--- config.mk ---
export PLATFORM = sky130hd
export DESIGN_NAME = uniform_grid_neighbour_query_core
export DESIGN_NICKNAME = d
export VERILOG_FILES = /design/src/sv/ugnq_pkg.sv /design/src/sv/uniform_grid_neighbour_query_core.sv
export SDC_FILE = /design/constraint.sdc
export NUM_CORES = 2
export LEC_CHECK = 0
export ABC_AREA = 1
export BUFFER_PORTS_ARGS = -buffer_cell sky130_fd_sc_hd__buf_2
export CORE_MARGIN = 8
export CORE_UTILIZATION = 40
export DETAILED_ROUTE_END_ITERATION = 6
export PLACE_DENSITY_LB_ADDON = 0.05
export SLEW_MARGIN = 25
export SYNTH_ARGS = -nofsm -noshare
export SYNTH_HDL_FRONTEND = slang
export SYNTH_SLANG_ARGS = --single-unit
--- constraint.sdc ---
create_clock -name aclk -period 6.5 [get_ports aclk]
set_input_delay 0.325 -clock aclk [delete_from_list [all_inputs] [get_ports aclk]]
set_output_delay 0.325 -clock aclk [all_outputs]
set_load 0.05 [all_outputs]
--- src/sv/ugnq_pkg.sv ---
package ugnq_pkg;

    localparam int MAX_BRICK_ROWS = 16;
    localparam int MAX_BRICK_COLS = 16;
    localparam int MAX_GRID_DIM   = 16;

    localparam int ROW_W   = 4;
    localparam int COL_W   = 4;
    localparam int CNT_W   = 5;
    localparam int CELL_W  = 4;
    localparam int SPAN_W  = 11;
    localparam int SIZE_W  = 10;
    localparam int POS_W   = 16;
    localparam int NUM_W   = 20;
    localparam int DEN_W   = 15;
    localparam int BOUND_W = 17;
    localparam int STEP_W  = 15;
    localparam int ACC_W   = 20;
    localparam int CFG_IDX_W  = 4;
    localparam int CFG_DATA_W = 11;
    localparam int DIV_STEPS  = 5;

    typedef enum logic [2:0] {
        ST_IDLE,
        ST_DIV,
        ST_BOUND,
        ST_COLS,
        ST_ROWS,
        ST_FLUSH
    } state_t;

    typedef enum logic [1:0] {
        ACT_ADD    = 2'd0,
        ACT_REMOVE = 2'd1,
        ACT_QUERY  = 2'd2,
        ACT_CLEAR  = 2'd3
    } action_t;

    typedef enum logic [CFG_IDX_W-1:0] {
        CFG_SCREEN_WIDTH       = 4'd0,
        CFG_SCREEN_HEIGHT      = 4'd1,
        CFG_BRICK_WIDTH        = 4'd2,
        CFG_BRICK_HEIGHT       = 4'd3,
        CFG_GRID_COLUMNS       = 4'd4,
        CFG_GRID_ROWS          = 4'd5,
        CFG_BRICK_ROWS_USED    = 4'd6,
        CFG_BRICK_COLUMNS_USED = 4'd7
    } cfg_reg_t;

    typedef struct packed {
        logic [BOUND_W-1:0] lo;
        logic [BOUND_W-1:0] hi;
        logic               inf;
    } bound_t;

    function automatic logic [CNT_W-1:0] dim_clamp(input logic [CNT_W-1:0] v);
        if (v == '0) begin
            return CNT_W'(1);
        end else if (v > CNT_W'(MAX_GRID_DIM)) begin
            return CNT_W'(MAX_GRID_DIM);
        end
        return v;
    endfunction

    function automatic logic [CNT_W-1:0] count_clamp(input logic [CNT_W-1:0] v,
                                                     input logic [CNT_W-1:0] lim);
        return (v > lim) ? lim : v;
    endfunction

    function automatic logic [NUM_W-1:0] ball_num(input logic [POS_W-1:0] v,
                                                  input logic [CNT_W-1:0] g);
        if (v[POS_W-1]) begin
            return '0;
        end
        return NUM_W'(v[POS_W-2:0]) * NUM_W'(g);
    endfunction

    // The upper edge is open when the window reaches the last cell, which also
    // collects every brick centre beyond the grid.
    function automatic bound_t cell_window(input logic [CELL_W-1:0] pos_cell,
                                           input logic [CNT_W-1:0] g,
                                           input logic [SPAN_W-1:0] span);
        bound_t             b;
        logic [CELL_W-1:0]  lo_cell;
        logic [BOUND_W-1:0] span2;
        span2   = {5'b0, span, 1'b0};
        lo_cell = (pos_cell == '0) ? '0 : pos_cell - CELL_W'(1);
        b.lo    = BOUND_W'(lo_cell) * span2;
        b.hi    = (BOUND_W'(pos_cell) + BOUND_W'(2)) * span2;
        b.inf   = (CNT_W'(pos_cell) + CNT_W'(2)) >= g;
        return b;
    endfunction

    function automatic logic in_window(input logic [ACC_W-1:0] acc, input bound_t b);
        return (acc >= ACC_W'(b.lo)) && (b.inf || (acc < ACC_W'(b.hi)));
    endfunction

endpackage

--- src/sv/uniform_grid_neighbour_query_core.sv ---
// Add, remove and clear-all are accepted back to back while the core is idle.
// A query holds the input until its last word has been issued: a five-step shared divider runs
// once per axis, then the window bounds, a column sweep of one column per cycle and a row sweep
// of one row per cycle while the output is not stalled. Results leave one word per matching row,
// m_last on the last one; with no matching row a single empty word carries m_last.
// Reset is synchronous, active low: control and config registers take defaults, the store empties.
module uniform_grid_neighbour_query_core import ugnq_pkg::*; (
    input  logic                  aclk,
    input  logic                  aresetn,
    input  logic                  s_valid,
    output logic                  s_ready,
    input  logic [1:0]            s_action,
    input  logic [ROW_W-1:0]      s_brick_row,
    input  logic [COL_W-1:0]      s_brick_col,
    input  logic signed [POS_W-1:0] s_ball_x,
    input  logic signed [POS_W-1:0] s_ball_y,
    output logic                  m_valid,
    input  logic                  m_ready,
    output logic [ROW_W-1:0]      m_hit_row,
    output logic [MAX_BRICK_COLS-1:0] m_hit_columns,
    output logic                  m_last,
    input  logic                  cfg_valid,
    output logic                  cfg_ready,
    input  logic [CFG_IDX_W-1:0]  cfg_index,
    input  logic [CFG_DATA_W-1:0] cfg_data
);

    state_t state_reg, state_next;

    logic [SPAN_W-1:0] sw_reg, sh_reg;
    logic [SIZE_W-1:0] bw_reg, bh_reg;
    logic [CNT_W-1:0]  gc_reg, gr_reg, nrows_reg, ncols_reg;

    logic [MAX_BRICK_COLS-1:0] present_reg [MAX_BRICK_ROWS];
    logic [MAX_BRICK_COLS-1:0] present_next [MAX_BRICK_ROWS];

    logic [POS_W-1:0]  ball_y_reg, ball_y_next;
    logic              axis_reg, axis_next;
    logic [2:0]        step_reg, step_next;
    logic [3:0]        quot_reg, quot_next;
    logic [NUM_W-1:0]  rem_reg, rem_next;
    logic [CELL_W-1:0] cell_x_reg, cell_x_next, cell_y_reg, cell_y_next;
    bound_t            bx_reg, bx_next, by_reg, by_next;
    logic [STEP_W-1:0] col_step_reg, col_step_next, row_step_reg, row_step_next;
    logic [ACC_W-1:0]  acc_reg, acc_next;
    logic [CNT_W-1:0]  idx_reg, idx_next;
    logic [MAX_BRICK_COLS-1:0] colmask_reg, colmask_next;

    logic                      pend_valid_reg, pend_valid_next;
    logic [ROW_W-1:0]          pend_row_reg, pend_row_next;
    logic [MAX_BRICK_COLS-1:0] pend_mask_reg, pend_mask_next;

    logic                      m_valid_reg, m_valid_next;
    logic [ROW_W-1:0]          m_row_reg, m_row_next;
    logic [MAX_BRICK_COLS-1:0] m_cols_reg, m_cols_next;
    logic                      m_last_reg, m_last_next;

    logic [SPAN_W-1:0] sw_eff, sh_eff;
    logic [SIZE_W-1:0] bw_eff, bh_eff;
    logic [CNT_W-1:0]  gc_eff, gr_eff, nrows_eff, ncols_eff;

    logic              s_accept, out_free;
    logic [CNT_W-1:0]  div_g;
    logic [SPAN_W-1:0] div_span;
    logic [DEN_W-1:0]  div_d;
    logic [2:0]        div_sh;
    logic [NUM_W-1:0]  div_dsh, div_rem;
    logic              div_ge;
    logic [4:0]        div_q;
    logic [CELL_W-1:0] div_gmax, div_cell;

    logic [MAX_BRICK_COLS-1:0] row_hits;
    logic                      row_match, row_stall;

    assign sw_eff    = (sw_reg == '0) ? SPAN_W'(1) : sw_reg;
    assign sh_eff    = (sh_reg == '0) ? SPAN_W'(1) : sh_reg;
    assign bw_eff    = (bw_reg == '0) ? SIZE_W'(1) : bw_reg;
    assign bh_eff    = (bh_reg == '0) ? SIZE_W'(1) : bh_reg;
    assign gc_eff    = dim_clamp(gc_reg);
    assign gr_eff    = dim_clamp(gr_reg);
    assign nrows_eff = count_clamp(nrows_reg, CNT_W'(MAX_BRICK_ROWS));
    assign ncols_eff = count_clamp(ncols_reg, CNT_W'(MAX_BRICK_COLS));

    assign s_ready   = (state_reg == ST_IDLE);
    assign s_accept  = s_valid && s_ready;
    assign cfg_ready = 1'b1;
    assign out_free  = !m_valid_reg || m_ready;

    assign m_valid       = m_valid_reg;
    assign m_hit_row     = m_row_reg;
    assign m_hit_columns = m_cols_reg;
    assign m_last        = m_last_reg;

    // Shared restoring divider, one quotient bit per cycle.
    assign div_g    = axis_reg ? gr_eff : gc_eff;
    assign div_span = axis_reg ? sh_eff : sw_eff;
    assign div_d    = {div_span, 4'b0000};
    assign div_sh   = 3'(DIV_STEPS - 1) - step_reg;
    assign div_dsh  = NUM_W'(div_d) << div_sh;
    assign div_ge   = (rem_reg >= div_dsh);
    assign div_rem  = div_ge ? rem_reg - div_dsh : rem_reg;
    assign div_q    = {quot_reg, div_ge};
    assign div_gmax = CELL_W'(div_g - CNT_W'(1));
    assign div_cell = (div_q[4] || (div_q[3:0] > div_gmax)) ? div_gmax : div_q[3:0];

    assign row_hits  = present_reg[idx_reg[ROW_W-1:0]] & colmask_reg
                       & {MAX_BRICK_COLS{in_window(acc_reg, by_reg)}};
    assign row_match = (row_hits != '0);
    assign row_stall = row_match && pend_valid_reg && !out_free;

    always_comb begin
        state_next = state_reg;
        unique case (state_reg)
            ST_IDLE: begin
                if (s_accept && (action_t'(s_action) == ACT_QUERY)) begin
                    state_next = ST_DIV;
                end
            end
            ST_DIV: begin
                if ((step_reg == 3'(DIV_STEPS - 1)) && axis_reg) begin
                    state_next = ST_BOUND;
                end
            end
            ST_BOUND: begin
                state_next = ST_COLS;
            end
            ST_COLS: begin
                if (idx_reg == ncols_eff) begin
                    state_next = ST_ROWS;
                end
            end
            ST_ROWS: begin
                if (idx_reg == nrows_eff) begin
                    state_next = ST_FLUSH;
                end
            end
            ST_FLUSH: begin
                if (out_free) begin
                    state_next = ST_IDLE;
                end
            end
            default: state_next = ST_IDLE;
        endcase
    end

    always_comb begin
        present_next    = present_reg;
        ball_y_next     = ball_y_reg;
        axis_next       = axis_reg;
        step_next       = step_reg;
        quot_next       = quot_reg;
        rem_next        = rem_reg;
        cell_x_next     = cell_x_reg;
        cell_y_next     = cell_y_reg;
        bx_next         = bx_reg;
        by_next         = by_reg;
        col_step_next   = col_step_reg;
        row_step_next   = row_step_reg;
        acc_next        = acc_reg;
        idx_next        = idx_reg;
        colmask_next    = colmask_reg;
        pend_valid_next = pend_valid_reg;
        pend_row_next   = pend_row_reg;
        pend_mask_next  = pend_mask_reg;
        m_valid_next    = m_valid_reg && !m_ready;
        m_row_next      = m_row_reg;
        m_cols_next     = m_cols_reg;
        m_last_next     = m_last_reg;

        unique case (state_reg)
            ST_IDLE: begin
                if (s_accept) begin
                    unique case (action_t'(s_action))
                        ACT_ADD: begin
                            if ((CNT_W'(s_brick_row) < nrows_eff)
                                && (CNT_W'(s_brick_col) < ncols_eff)) begin
                                present_next[s_brick_row][s_brick_col] = 1'b1;
                            end
                        end
                        ACT_REMOVE: begin
                            if ((CNT_W'(s_brick_row) < nrows_eff)
                                && (CNT_W'(s_brick_col) < ncols_eff)) begin
                                present_next[s_brick_row][s_brick_col] = 1'b0;
                            end
                        end
                        ACT_QUERY: begin
                            ball_y_next = s_ball_y;
                            axis_next   = 1'b0;
                            step_next   = '0;
                            quot_next   = '0;
                            rem_next    = ball_num(s_ball_x, gc_eff);
                        end
                        ACT_CLEAR: begin
                            for (int i = 0; i < MAX_BRICK_ROWS; i++) begin
                                present_next[i] = '0;
                            end
                        end
                        default: ;
                    endcase
                end
            end
            ST_DIV: begin
                rem_next  = div_rem;
                quot_next = div_q[3:0];
                step_next = step_reg + 3'd1;
                if (step_reg == 3'(DIV_STEPS - 1)) begin
                    if (!axis_reg) begin
                        cell_x_next = div_cell;
                        axis_next   = 1'b1;
                        step_next   = '0;
                        quot_next   = '0;
                        rem_next    = ball_num(ball_y_reg, gr_eff);
                    end else begin
                        cell_y_next = div_cell;
                    end
                end
            end
            ST_BOUND: begin
                bx_next         = cell_window(cell_x_reg, gc_eff, sw_eff);
                by_next         = cell_window(cell_y_reg, gr_eff, sh_eff);
                col_step_next   = STEP_W'(bw_eff) * STEP_W'(gc_eff);
                row_step_next   = STEP_W'(bh_eff) * STEP_W'(gr_eff);
                acc_next        = ACC_W'(STEP_W'(bw_eff) * STEP_W'(gc_eff));
                idx_next        = '0;
                colmask_next    = '0;
                pend_valid_next = 1'b0;
            end
            ST_COLS: begin
                if (idx_reg != ncols_eff) begin
                    colmask_next[idx_reg[COL_W-1:0]] = in_window(acc_reg, bx_reg);
                    acc_next = acc_reg + ACC_W'({col_step_reg, 1'b0});
                    idx_next = idx_reg + CNT_W'(1);
                end else begin
                    acc_next = ACC_W'(row_step_reg);
                    idx_next = '0;
                end
            end
            ST_ROWS: begin
                if ((idx_reg != nrows_eff) && !row_stall) begin
                    if (row_match) begin
                        if (pend_valid_reg) begin
                            m_valid_next = 1'b1;
                            m_row_next   = pend_row_reg;
                            m_cols_next  = pend_mask_reg;
                            m_last_next  = 1'b0;
                        end
                        pend_valid_next = 1'b1;
                        pend_row_next   = idx_reg[ROW_W-1:0];
                        pend_mask_next  = row_hits;
                    end
                    acc_next = acc_reg + ACC_W'({row_step_reg, 1'b0});
                    idx_next = idx_reg + CNT_W'(1);
                end
            end
            ST_FLUSH: begin
                if (out_free) begin
                    m_valid_next    = 1'b1;
                    m_row_next      = pend_valid_reg ? pend_row_reg : '0;
                    m_cols_next     = pend_valid_reg ? pend_mask_reg : '0;
                    m_last_next     = 1'b1;
                    pend_valid_next = 1'b0;
                end
            end
            default: ;
        endcase
    end

    always_ff @(posedge aclk) begin
        if (!aresetn) begin
            state_reg      <= ST_IDLE;
            m_valid_reg    <= 1'b0;
            pend_valid_reg <= 1'b0;
            sw_reg         <= SPAN_W'(800);
            sh_reg         <= SPAN_W'(600);
            bw_reg         <= SIZE_W'(50);
            bh_reg         <= SIZE_W'(20);
            gc_reg         <= CNT_W'(4);
            gr_reg         <= CNT_W'(4);
            nrows_reg      <= CNT_W'(10);
            ncols_reg      <= CNT_W'(14);
            for (int i = 0; i < MAX_BRICK_ROWS; i++) begin
                present_reg[i] <= '0;
            end
        end else begin
            state_reg      <= state_next;
            m_valid_reg    <= m_valid_next;
            pend_valid_reg <= pend_valid_next;
            present_reg    <= present_next;
            if (cfg_valid && cfg_ready) begin
                unique case (cfg_reg_t'(cfg_index))
                    CFG_SCREEN_WIDTH:       sw_reg    <= cfg_data;
                    CFG_SCREEN_HEIGHT:      sh_reg    <= cfg_data;
                    CFG_BRICK_WIDTH:        bw_reg    <= cfg_data[SIZE_W-1:0];
                    CFG_BRICK_HEIGHT:       bh_reg    <= cfg_data[SIZE_W-1:0];
                    CFG_GRID_COLUMNS:       gc_reg    <= cfg_data[CNT_W-1:0];
                    CFG_GRID_ROWS:          gr_reg    <= cfg_data[CNT_W-1:0];
                    CFG_BRICK_ROWS_USED:    nrows_reg <= cfg_data[CNT_W-1:0];
                    CFG_BRICK_COLUMNS_USED: ncols_reg <= cfg_data[CNT_W-1:0];
                    default: ;
                endcase
            end
        end
    end

    always_ff @(posedge aclk) begin
        ball_y_reg    <= ball_y_next;
        axis_reg      <= axis_next;
        step_reg      <= step_next;
        quot_reg      <= quot_next;
        rem_reg       <= rem_next;
        cell_x_reg    <= cell_x_next;
        cell_y_reg    <= cell_y_next;
        bx_reg        <= bx_next;
        by_reg        <= by_next;
        col_step_reg  <= col_step_next;
        row_step_reg  <= row_step_next;
        acc_reg       <= acc_next;
        idx_reg       <= idx_next;
        colmask_reg   <= colmask_next;
        pend_row_reg  <= pend_row_next;
        pend_mask_reg <= pend_mask_next;
        m_row_reg     <= m_row_next;
        m_cols_reg    <= m_cols_next;
        m_last_reg    <= m_last_next;
    end

endmodule
# Word level (Yosys, flattened, before mapping)
# Cells that the tools add are included.
[op_classes] muxes=106 eq_ne=34 multipliers=9 n_shift=1 addsub=13 order_cmp=21 bitwise=8 n_reduce_logical=59
[op_table] op="256-bit case mux with 3 select lines" n=1
[op_table] op="256-bit 2-to-1 mux" n=2
[op_table] op="256-bit bitwise AND" n=1
[op_table] op="256-bit inverter" n=1
[op_table] op="256-bit bitwise OR" n=1
[op_table] op="20-bit 2-to-1 mux" n=11
[op_table] op="16-bit 2-to-1 mux" n=9
[op_table] op="16-bit binary-select mux with 4-bit select" n=1
[op_table] op="16-bit demux with 4-bit select" n=1
[op_table] op="16-bit case mux with 2 select lines" n=2
[op_table] op="20-bit case mux with 3 select lines" n=1
[op_table] op="4-bit 2-to-1 mux" n=13
[op_table] op="5-bit 2-to-1 mux" n=10
[op_table] op="10-bit by 5-bit multiplier with 15-bit output" n=3
[op_table] op="20-bit by 16-bit adder with 20-bit output" n=2
[op_table] op="20-bit by 16-bit >= comparator with 1-bit output" n=2
[op_table] op="20-bit by 17-bit less-than comparator with 1-bit output" n=2
[op_table] op="15-bit by 5-bit multiplier with 20-bit output" n=2
[op_table] op="20-bit case mux with 2 select lines" n=1
[op_table] op="11-bit 2-to-1 mux" n=3
[op_table] op="16-bit bitwise AND" n=2
[op_table] op="5-bit by 11-bit multiplier with 16-bit output" n=2
[op_table] op="4-bit by 11-bit multiplier with 15-bit output" n=2
[op_table] op="1-bit 2-to-1 mux" n=28
[op_table] op="56 further kinds" n=148
[word_totals] elab_cells=301 input_bits=62 reg_bits=551 out_inout_bits=24

# Logic depth before layout (Yosys ltp)
[depth] depth_word=13 mapped_depth=29 ltp_nobuf=27

# Least setup slack after synthesis
# Ideal clock, no wire load.
[synth_path] path_type="flip-flop to flip-flop" startpoint="register state_reg[2]" endpoint="register colmask_reg[0], enable pin" arrival_time_ns=5.386 required_ns=6.127 setup_ns=0.373 n_path_buf=0 setup_slack_ns=0.741 period_less_slack_ns=5.759 path_stages_with_launch=6 cell_sequence="dfxtp_1 > inv_1 > nand2_1 > nor2_1 > inv_1 > nand2_1"
[synth_via] elab_chain_cells=3 elab_cells_between_ends=5
[synth_rtl] item="start, declared" line="uniform_grid_neighbour_query_core.sv:28" text="state_t state_reg, state_next;"
[synth_rtl] item="start signal, assigned" line="uniform_grid_neighbour_query_core.sv:285" text="state_reg <= state_next;"
[synth_rtl] item="3-bit by 2-bit == test with 1-bit output" line="uniform_grid_neighbour_query_core.sv:170" text="unique case (state_reg)"
[synth_rtl] item="2-bit inequality test (no source line) or 2-bit nonzero test (tied branches)"
[synth_rtl] item="2-bit AND reduction (no source line) *"
[synth_rtl] item="end signal, assigned" line="uniform_grid_neighbour_query_core.sv:319" text="colmask_reg <= colmask_next;"
[synth_rtl] item="end, declared" line="uniform_grid_neighbour_query_core.sv:47" text="logic [MAX_BRICK_COLS-1:0] colmask_reg, colmask_next;"
# Mark *: on every way between the ends. The rest lies on a longest branch, timed or not.
# A chain may end at the register's enable or synchronous reset.

# Worst setup path in the final report
[layout_path] startpoint="register gr_reg[1]" endpoint="register rem_reg[16] (data pin)"
[layout_via] elab_chain_cells=9 elab_cells_between_ends=11
[layout_rtl] item="start, declared" line="uniform_grid_neighbour_query_core.sv:32" text="logic [CNT_W-1:0] gc_reg, gr_reg, nrows_reg, ncols_reg;"
[layout_rtl] item="start signal, assigned" line="uniform_grid_neighbour_query_core.sv:296" text="CFG_GRID_ROWS: gr_reg <= cfg_data[CNT_W-1:0];"
[layout_rtl] item="5-bit greater-than comparator" line="ugnq_pkg.sv:59" text="end else if (v > CNT_W'(MAX_GRID_DIM)) begin"
[layout_rtl] item="1-bit 2-to-1 mux" line="ugnq_pkg.sv:59"
[layout_rtl] item="1-bit 2-to-1 mux" line="ugnq_pkg.sv:57" text="if (v == '0) begin"
[layout_rtl] item="5-bit 2-to-1 mux *" line="ugnq_pkg.sv:62" text="return v;"
[layout_rtl] item="15-bit by 5-bit multiplier with 20-bit output *" line="ugnq_pkg.sv:75" text="return NUM_W'(v[POS_W-2:0]) * NUM_W'(g);"
[layout_rtl] item="20-bit 2-to-1 mux *" line="ugnq_pkg.sv:75"
[layout_rtl] item="20-bit 2-to-1 mux *" line="uniform_grid_neighbour_query_core.sv:207" text="if (!axis_reg) begin"
[layout_rtl] item="20-bit 2-to-1 mux *" line="uniform_grid_neighbour_query_core.sv:206" text="if (step_reg == 3'(DIV_STEPS - 1)) begin"
[layout_rtl] item="20-bit case mux with 2 select lines *" line="uniform_grid_neighbour_query_core.sv:170"
[layout_rtl] item="net rem_next[16]" line="uniform_grid_neighbour_query_core.sv:41" text="logic [NUM_W-1:0] rem_reg, rem_next;"
[layout_rtl] item="end signal, assigned" line="uniform_grid_neighbour_query_core.sv:310" text="rem_reg <= rem_next;"
[layout_rtl] item="end, declared" line="uniform_grid_neighbour_query_core.sv:41"
# The timed path passes the listed nets; every way through them passes the cells marked *.

==> key figures <==
Status
  – Status: complete, no violations

Global routing
  – Number of global-route vias before repair: 39165
  – GRT Overall Usage: 0.242
  – Largest net degree at the start of global routing: 190
  – Initial antenna violation count: 12
  – Grt total ovfl: 0
  – First-pass GRT wire length: 236 mm

Clock tree
  – H-tree Lvls: 3
  – CTS tree: done
  – Clock Latency Late Sink: 0.66 ns
  – Sink Count: 549
  – Clk root buf: clkbuf_16
  – Worst-case clock buffer depth: 3
  – Reg clk slew, reported paths: 0.06 ns
  – Post-CTS sizing: 0
  – CTS Buf Count: 73

Worst setup path
  – Setup crit start kind: flop
  – Crit end category: flop
  – Worst Reg-to-Reg Cells: 25
  – Worst Path Arrival: 6.13 ns
  – Crit path kind: flop to flop
  – Worst-path maximum fanout: 14
  – CP required: 6.89 ns

Timing
  – Min Tclk post-route: 5.75 ns
  – Setup violations, final: 0
  – Slew Viols, Final: 0
  – Hold Fails Final Rpt: 0
  – Worst slew pin tran: 1.23 ns
  – Max Freq: 0.174 GHz
  – Final worst path period share: 0.884
  – Aggregate negative setup slack: 0 ns
  – Final Skew: 0.0288 ns
  – Worst hold slack: 0.0752 ns
  – RSZ-0062 raised after global routing: false
  – Relative slew slack: 0.182

Worst hold path
  – Hold Path Class: input pin to flop
  – Hold path cells: 3

Logic synthesis
  – Synthesized net count: 6772
  – Netlist Area Pre-Place: 0.0450 mm2
  – Post-synth ARST share: 0
  – Avg Inst Size Synth: 7.32 um2
  – EDFF count, synth: 226
  – Synth warn: 0
  – FF+latch count, synth: 549
  – Top_reg_cell synth: dfxtp_1
  – Post-Syn Instances: 6154
  – Register area share after synthesis: 0.294
  – Distinct cells, synth: 55

Placement
  – Post-DP HPWL: 103 mm
  – Number of I/O port buffers: 84
  – GP Congestion: 0.872

Cells and area
  – Register area: 0.0133 mm2
  – Largest register FFs: 256
  – Area of the multi-input gates: 0.0269 mm2
  – Area Growth Syn to Fin: 8.99%
  – Layout net count: 6681
  – Commonest cells after routing, fill and taps aside: 951 x nand2_1, 951 x nor2_1, 928 x inv_1
  – Layout cells sized above 1: 0.0479
  – Filler cells: 11632

Detailed routing
  – Vias per std cell: 5.27
  – Routed wire length: 151 mm
  – Routed len/inst: 19.8 um
  – Post-route ant nets: 0
  – Drt first pass iters: 6
  – Via count: 40120
  – DRC Markers: 0
  – Initial drt markers: 3191

Power
  – VDD IR-drop max: 198 uV
  – Power Density: 257 mW/mm2
  – PnR Total Power: 12.6 mW
  – Leakage: 21.5 nW

Flow run
  – Max-cap viol count: 0

Die
  – Core area: 0.112 mm2
  – Die area: 0.124 mm2
  – Die extent in x: 352 um
  – Row count: 123
  – Initial Utilization: 0.402
  – Chip height: 352 um
  – I/O pins: 86
Yosys cell counts (77+ instances only):
cell type | number | area [um2]
a211oi_1 | 262 | 1970
ha_1 | 338 | 4230
fa_1 | 218 | 4360
clkbuf_1 | 222 | 833
nand2_1 | 955 | 3580
nor3_1 | 282 | 1410
o21ai_0 | 261 | 1310
nand3_1 | 359 | 1800
nor2_1 | 955 | 3580
edfxtp_1 | 226 | 6790
o211ai_1 | 100 | 751
buf_2 | 77 | 385
dfxtp_1 | 323 | 6470
inv_1 | 930 | 3490
a21oi_1 | 314 | 1570
per-layer routing:
metal	up-vias	wire length, um	track usage
met5	-	0	0
met4	0	4490	0.0690
met3	210	7870	0.0336
met2	981	67400	0.388
met1	18964	71100	0.340
li1	19965	-	-
report_power, final:
part / internal [mW] / switching [mW] / leakage, nW
combinational: 1.44 / 3.00 / 15.7
clock: 2.40 / 1.69 / 1.15
sequential: 3.88 / 0.189 / 4.68
total: 7.71 / 4.88 / 21.5
repair_timing:
| item | in CTS | in global routing |
|---|---|---|
| hold buffers | 16 | 0 |
| hold endpoints to repair | 16 | 0 |
| buffers inserted | 0 | 0 |
worst max-delay path, cell delays in order, from the launching register on:
cell and delay, ns:
dfxtp_1 0.33, nor4_1 0.28, ha_1 0.33, nand2_1 0.54, inv_1 0.15, nand2_1 0.11
fa_1 0.44, fa_1 0.51, fa_1 0.54, inv_1 0.04, ha_1 0.36, nand3b_1 0.10
nand2_1 0.09, nand2_1 0.07, nand2_1 0.06, o21ai_0 0.12, o21ai_0 0.40, a31oi_1 0.18
o21ai_0 0.32, nand3_1 0.14, nand2_1 0.08, nand2_1 0.04, nand3_1 0.06, nand2_1 0.05
nand2_1 0.08, nand2_1 0.04
path summary, 6_finish.rpt:
check,startpoint,endpoint,slack (ns)
worst max-delay path,gr_reg[1],rem_reg[16],0.75
worst min-delay path,cfg_data[5],bw_reg[5],0.08
worst max register to register,gr_reg[1],rem_reg[16],0.75
worst min register to register,present_reg[244],present_reg[244],0.45
final cells by class:
class,count,share of cell area
diodes,1,0.0000510
multi-input cells,4332,0.547
inverters,944,0.0725
flip-flops and latches,549,0.270
clock inverters,18,0.00408
clock buffers,110,0.0444
repair buffers,163,0.0232
well taps,1500,0.0382
per-stage QoR:
stage	worst slack (ns)	instances	util	instance area, um2
floorplan	0.741	6154	-	45000
detailed placement	0.846	7472	0.415	46500
CTS	0.829	7616	0.438	49100
global route	0.146	7616	0.438	49100
global placement	0.886	7472	0.415	46500
finish	0.754	7617	0.438	49100
cells by family (layout without fill, tap and decap cells):
kind of cell / count (synthesis) / in the layout / synth area share
mux: 11 / 11 / 0.00245
xor+xnor: 111 / 111 / 0.0216
flops: 549 / 549 / 0.294
buf+inv: 1273 / 1235 / 0.111
compound gates: 1039 / 1039 / 0.140
simple gates: 2614 / 2614 / 0.239
fa+ha+maj: 556 / 556 / 0.191
other cells: 1 / 2 / 0.0000833
(Power assumes the default switching activity.)
